===== config.mk =====
export PLATFORM = sky130hd
export DESIGN_NAME = srit_cell
export DESIGN_NICKNAME = d
export VERILOG_FILES = /design/src/sv/srit_pkg.sv /design/src/sv/srit_cell.sv
export SDC_FILE = /design/constraint.sdc
export NUM_CORES = 1
export LEC_CHECK = 0
export CAP_MARGIN = 15
export CORE_AREA = 3 3 142 144
export DETAILED_ROUTE_END_ITERATION = 7
export DIE_AREA = 0 0 145 147
export DONT_BUFFER_PORTS = 1
export PLACE_DENSITY_LB_ADDON = 0.2
export SYNTH_ARGS = -nofsm -noshare
export SYNTH_HDL_FRONTEND = slang
export SYNTH_SLANG_ARGS = --single-unit

===== constraint.sdc =====
create_clock -name clk -period 7.5 [get_ports clk]
set_clock_uncertainty 0.15 [all_clocks]
set_input_delay 2.25 -clock clk [delete_from_list [all_inputs] [get_ports clk]]
set_output_delay 2.25 -clock clk [all_outputs]
set_load 0.02 [all_outputs]

===== src/sv/srit_pkg.sv =====
// Shared types and codes for the sorted insert record table.
// Used by srit_cell, the top level sorted_insert_record_table_unit and srit_checker.
package srit_pkg;

  typedef struct packed {
    logic [23:0] code;
    logic [7:0]  age;
    logic [23:0] price_cents;
    logic [15:0] quantity;
  } rec_t;

  typedef enum logic [1:0] {
    OP_INSERT = 2'd0,
    OP_DUMP   = 2'd1,
    OP_CLEAR  = 2'd2
  } opcode_t;

  typedef enum logic [2:0] {
    ST_INSERTED = 3'd0,
    ST_FULL     = 3'd1,
    ST_ENTRY    = 3'd2,
    ST_EMPTY    = 3'd3,
    ST_CLEARED  = 3'd4
  } status_t;

  typedef enum logic [1:0] {
    CELL_HOLD   = 2'd0,
    CELL_INSERT = 2'd1,
    CELL_ROTATE = 2'd2
  } cell_op_t;

  typedef enum logic {
    FSM_IDLE = 1'b0,
    FSM_DUMP = 1'b1
  } fsm_state_t;

  // Broadcast to every cell of the chain.
  typedef struct packed {
    cell_op_t op;
    logic     key_mode;
    rec_t     new_rec;
  } cell_ctrl_t;

  // Register index decoded from paddr[2].
  localparam logic REG_SORT_KEY_MODE = 1'b0;

endpackage


===== src/sv/srit_cell.sv =====
// One slot of the sorted record chain: holds a record, compares its key against
// the incoming one and takes data from a neighbor on insert or rotate.
// Depends on srit_pkg.
module srit_cell (
  input  logic                   clk,
  input  srit_pkg::cell_ctrl_t   ctrl,
  input  logic                   occupied,
  input  logic                   is_tail,
  input  logic                   t_upper,
  input  logic                   t_lower,
  input  srit_pkg::rec_t         rec_upper,
  input  srit_pkg::rec_t         rec_lower,
  input  srit_pkg::rec_t         rec_head,
  output logic                   t_out,
  output logic                   load,
  output srit_pkg::rec_t         rec
);

  srit_pkg::rec_t rec_r;
  srit_pkg::rec_t rec_nxt;
  logic [15:0]    own_key;
  logic [15:0]    new_key;
  logic           gt;

  always_comb begin
    own_key = ctrl.key_mode ? {8'd0, rec_r.age} : rec_r.quantity;
    new_key = ctrl.key_mode ? {8'd0, ctrl.new_rec.age} : ctrl.new_rec.quantity;
    gt      = new_key < own_key;
    // Set when this entry and every occupied entry above it must move up.
    t_out   = occupied ? (gt && t_upper) : 1'b1;
    load    = (ctrl.op == srit_pkg::CELL_INSERT) && t_out && !t_lower;
  end

  always_comb begin
    rec_nxt = rec_r;
    unique case (ctrl.op)
      srit_pkg::CELL_HOLD: rec_nxt = rec_r;
      srit_pkg::CELL_INSERT: begin
        if (t_out && t_lower) begin
          rec_nxt = rec_lower;
        end else if (t_out) begin
          rec_nxt = ctrl.new_rec;
        end
      end
      srit_pkg::CELL_ROTATE: rec_nxt = is_tail ? rec_head : rec_upper;
      default: rec_nxt = rec_r;
    endcase
  end

  always_ff @(posedge clk) begin
    rec_r <= rec_nxt;
  end

  assign rec = rec_r;

endmodule


==> Yosys cells after proc, flatten, opt, wreduce, memory -nomap -nowiden <==
Index checks and enable logic that the tools add are counted.
{ "word_totals": {"n_memories": 0, "mem_bits_rw": 0, "regBits": 72, "rom_bits": 0, "latchBits": 0} }
{ "op_classes": {"div_mod_pow": 0, "order_cmp": 1, "n_eq_ne": 3, "addsub": 0, "muxes": 7, "mul": 0, "n_bitwise": 0, "shift": 0, "reduce_logical": 7} }
{ "op_table": {"columns": ["op", "n"], "rows": [
  ["two-way mux 72 bit", 3],
  ["one-hot mux 72 bit (2 select lines)", 1],
  ["two-way mux 16 bit", 2],
  ["less-than comparator 16 bit", 1],
  ["logical AND 1 bit", 4],
  ["!= test 3 x 2 -> 1 bit, second input constant", 1],
  ["== test 2 x 1 -> 1 bit, second input constant", 1],
  ["== test 2 bit, second input constant", 1],
  ["AND reduction 2 bit", 1],
  ["nonzero test 2 bit", 1],
  ["zero test 1 bit", 1],
  ["two-way mux 1 bit", 1]
]} }

==> Depth between registers and ports, before layout <==
{ "logic_depth": {"ltp_word": 7, "mapped_depth": 12, "depth_no_buf": 8} }

==> Worst setup path before layout <==
Ideal clock, no wire load.
{ "synth_path": {"path_kind": "input port to flip-flop", "start": "input port ctrl[72] in the netlist's numbering", "end": "register rec_r, in the netlist rec[0], enable pin", "arrival_time_ns": 7.383, "setup_slack_ns": -0.559, "path_buffers": 1, "cell_stages": 8, "setup_time_ns": 0.526, "cell_sequence": "buf_1 -> mux2_2 -> ha_1 -> a211oi_1 -> a311oi_1 -> o21bai_1 -> a31oi_1 -> a21oi_1"} }
{ "synth_via": {"elab_chain_cells": 7, "word_cells_on_any_way": 8, "cone_classes": "1 x order compare; 1 x eq/ne; 3 x mux; 3 x reduce/logical"} }
{ "synth_rtl": {"columns": ["item", "line", "text"], "rows": [
  ["start: declaration", "srit_cell.sv:6", "input srit_pkg::cell_ctrl_t ctrl,"],
  ["two-way mux 16 bit, on equally long branches", "srit_cell.sv:27, srit_cell.sv:26", null],
  ["less-than comparator 16 bit (*)", "srit_cell.sv:28", "gt = new_key < own_key;"],
  ["logical AND 1 bit (*)", "srit_cell.sv:30", "t_out = occupied ? (gt && t_upper) : 1'b1;"],
  ["two-way mux 1 bit (*)", "srit_cell.sv:30", null],
  ["logical AND 1 bit", "srit_cell.sv:39", "if (t_out && t_lower) begin"],
  ["!= test 3 x 2 -> 1 bit (no source line) (*)", null, null],
  ["AND reduction 2 bit (no source line) (*)", null, null],
  ["end signal: assignment", "srit_cell.sv:51", "rec_r <= rec_nxt;"],
  ["end: declaration", "srit_cell.sv:19", "srit_pkg::rec_t rec_r;"]
]} }
Every way passes the cells marked *; elsewhere a longest branch is shown, timed or not.
A chain may end at the register's enable or synchronous reset.

==> Worst setup path in the final report <==
{ "layout_path": {"start": "input port ctrl[72] in the netlist's numbering", "end": "output port load"} }
{ "layout_via": {"elab_chain_cells": 6, "word_cells_on_any_way": 7, "cone_classes": "1 x order compare; 3 x mux; 3 x reduce/logical"} }
{ "layout_rtl": {"columns": ["item", "line", "text"], "rows": [
  ["two-way mux 16 bit, on equally long branches", "srit_cell.sv:27, srit_cell.sv:26", null],
  ["less-than comparator 16 bit (*)", "srit_cell.sv:28", null],
  ["logical AND 1 bit (*)", "srit_cell.sv:30", null],
  ["two-way mux 1 bit (*)", "srit_cell.sv:30", null],
  ["logical AND 1 bit (*) (2 in series)", "srit_cell.sv:31", "load = (ctrl.op == srit_pkg::CELL_INSERT) && t_out && !t_lower;"],
  ["end: declaration", "srit_cell.sv:15", "output logic load,"]
]} }
Marked as above.

==> flow_metrics.tcl <==
set metrics [dict create \
    fin_cells 803 \
    largest_reg_flops 72 \
    dr.pass1.iters 4 \
    pwr-share-comb 0.217 \
    dpl.cell_count 785 \
    synth_top_area_cell "edfxtp_1" \
    antenna_found_initial 4 \
    synthToLayoutAreaGrowth_pct 7.33 \
    slew_violations 0 \
    dp_hpwl_um 14300 \
    min_period_ns 6.63 \
    tightest_slew_ns 0.921 \
    core_um2 18800 \
    clock_latency_ns 0.34 \
    synthDistinctLibCells 35 \
    fin_crit_sh 0.884 \
    ys_async_sr_fraction 0 \
    path_cells "mux2_2 > ha_1 > nand4_1 > a311oi_1 > o21bai_1 > a31oi_1 > nor3b_1 > buf_4" \
    post_cts_resize_count 0 \
    die_h_um 147 \
    intPower_mw 0.913 \
    power.density_nw_per_um2 215 \
    placement.io_buffers 0 \
    grt_pass1_vias 4690 \
    p_clk_frac 0.315 \
    routed_wl_um 19000 \
    num_io_pins 370 \
    root_buffer "clkbuf_16" \
    grt_overflow 0 \
    clock.fmax_mhz 151 \
    cts_tree "built" \
    dr.first_iter.drc_count 210 \
    hold_path_class "reg2reg" \
    max-slew-margin-rel 0.386 \
    tns_ns 0 \
    numCtsBuffers 9 \
    whs_ns 1.44 \
    worstPathRequired_ns 5.10 \
    power_switching_mw 0.422 \
    crit_type "in2out" \
    clockBufferDepth 2 \
    htree_levels 3 \
    syn_avg_cell_area_um2 10.0 \
    netlist_area_um2 5790 \
    yosys_warnings 0 \
    synthTopCellsByCount "79 x mux2i_1, 76 x nand2_1, 73 x and3_1, 72 x edfxtp_1, 72 x o31a_1" \
    yosys-top-cells-area "edfxtp_1 37%, mux2i_1 14%, o31a_1 11%" \
    cpPeakStageDelay_ns 0.42 \
    critPathSlowestCell "a31oi_1" \
    ir_worst_vdd_mv 0.0875 \
    start_kind "input port" \
    die-area_um2 21300 \
    crit_path_end_kind "output pin" \
    grt_pass1_wl_um 28200 \
    synth_edf_count 72 \
    gp_congestion 0.857 \
    cap_viol_max_count 0 \
    synth-seq-area-share 0.374 \
    track_usage 0.169 \
    num_rows 50 \
    rsz0062_at_grt "false" \
    finalSetupViolations 0 \
    path_clk_slew_ns 0.06 \
    drive_above_1_share 0.0591 \
    leakagePower_nw 2.47 \
    status "finished, final reports clean" \
    ant_nets 0 \
    cts_hold_buffers 0 \
    synth_nets 889 \
    path_max_fanout 32 \
    die_x_um 145 \
    ys.flop_type "edfxtp_1" \
    viasPerCell 5.65 \
    critPathArrivalTime_ns 4.23 \
    synth_top_area_frac 0.374 \
    grt_max_degree 80 \
    netlist_instances 576 \
    drc 0 \
    routedWlPerCell_um 23.7 \
    start_util 0.307 \
    p_seq_frac 0.468 \
    clkSinkCount 72 \
    finalHoldViolCount 0 \
    post_cts_buffers 0 \
    fin_nets 849 \
    power.share.switching 0.316 \
    via_count 4536 \
    synth.ff_latch_count 72 \
    synth_most_common_cell "mux2i_1" \
]
cell families (layout without fill, tap and decap cells):
family,Yosys count,in the layout,synth area share
AND/OR/NAND/NOR,176,176,0.158
buffers and inverters,65,30,0.0549
AO/OA/AOI/OAI,160,160,0.227
multiplexers,86,86,0.150
other,0,2,0
flip-flops,72,72,0.374
adder cells (fa/ha/maj),17,17,0.0368
cells in the final DEF, fill, tap and decap left out, types with 2 or more instances in the layout:
master     Yosys  final
ha_1          17     16
mux2i_1       79     79
clkbuf_1      36      2
nand2_1       76     76
buf_4          1      6
clkinv_2       0      2
clkbuf_16      0      9
and3_1        73     73
a21boi_1      62     62
nor2b_1        8      8
o31a_1        72     72
nand4_1        2      2
inv_1          7      7
edfxtp_1      72     72
clkinv_1       0      2
mux2_2         7      7
a21boi_0      10     10
nor2_1         2      2
diode_2        0      2
o21ai_0        2      2
a21oi_1        4      3
nand2b_1      10     10
a211oi_1       2      2
metrics by stage:
stage	setup WS [ns]	cell area, µm²	utilization	power (mW)
2_1_floorplan	0.699	5790	-	0.866
3_3_place_gp	0.812	5930	0.315	0.919
3_5_place_dp	0.825	5930	0.315	0.926
4_1_cts	0.812	6210	0.330	1.36
5_1_grt	0.718	6210	0.330	1.41
6_report	0.867	6210	0.330	1.33
layer usage:
metal | share of wire | up-vias | track usage
met1 | 0.38 | 2207 | 0.188
met4 | 0.021 | 4 | 0.0594
met2 | 0.51 | 200 | 0.297
met5 | 0.0016 | - | 0
li1 | - | 2098 | -
met3 | 0.088 | 27 | 0.0660
critical path, delay by kind of cell:
family                   cells  cell delay [ns]
AO/OA/AOI/OAI                3             0.92
multiplexers                 1             0.32
adder cells (fa/ha/maj)      1             0.31
AND/OR/NAND/NOR              2             0.23
buffers and inverters        1             0.18
power groups by stage:
stage / combinational (mW) / sequential, mW / clock (mW)
2_1_floorplan: 0.251 / 0.615 / 0
3_3_place_gp: 0.284 / 0.635 / 0
3_5_place_dp: 0.292 / 0.634 / 0
4_1_cts: 0.293 / 0.627 / 0.442
5_1_grt: 0.327 / 0.629 / 0.454
6_report: 0.290 / 0.625 / 0.420
path summary, 6_finish.rpt:
path	start	to	slack, ns	cells after the start
max	ctrl[72]	load	0.87	8
min	rec[13]	rec[9]	1.44	8
min reg2reg	rec[13]	rec[9]	1.44	8
max reg2reg	rec[9]	rec[69]	3.72	9
area by class of cell:
| cell class | count | area (µm²) |
|---|---|---|
| Clock inverter | 5 | 47.5 |
| Sequential cell | 72 | 2160 |
| Antenna cell | 2 | 5.00 |
| Fill cell | 1948 | 12600 |
| Clock buffer | 11 | 233 |
| Inverter | 7 | 26.3 |
| Multi-Input combinational cell | 439 | 3350 |
| Tap cell | 260 | 325 |
| Timing Repair Buffer | 7 | 65.1 |
(Power assumes the default switching activity.)
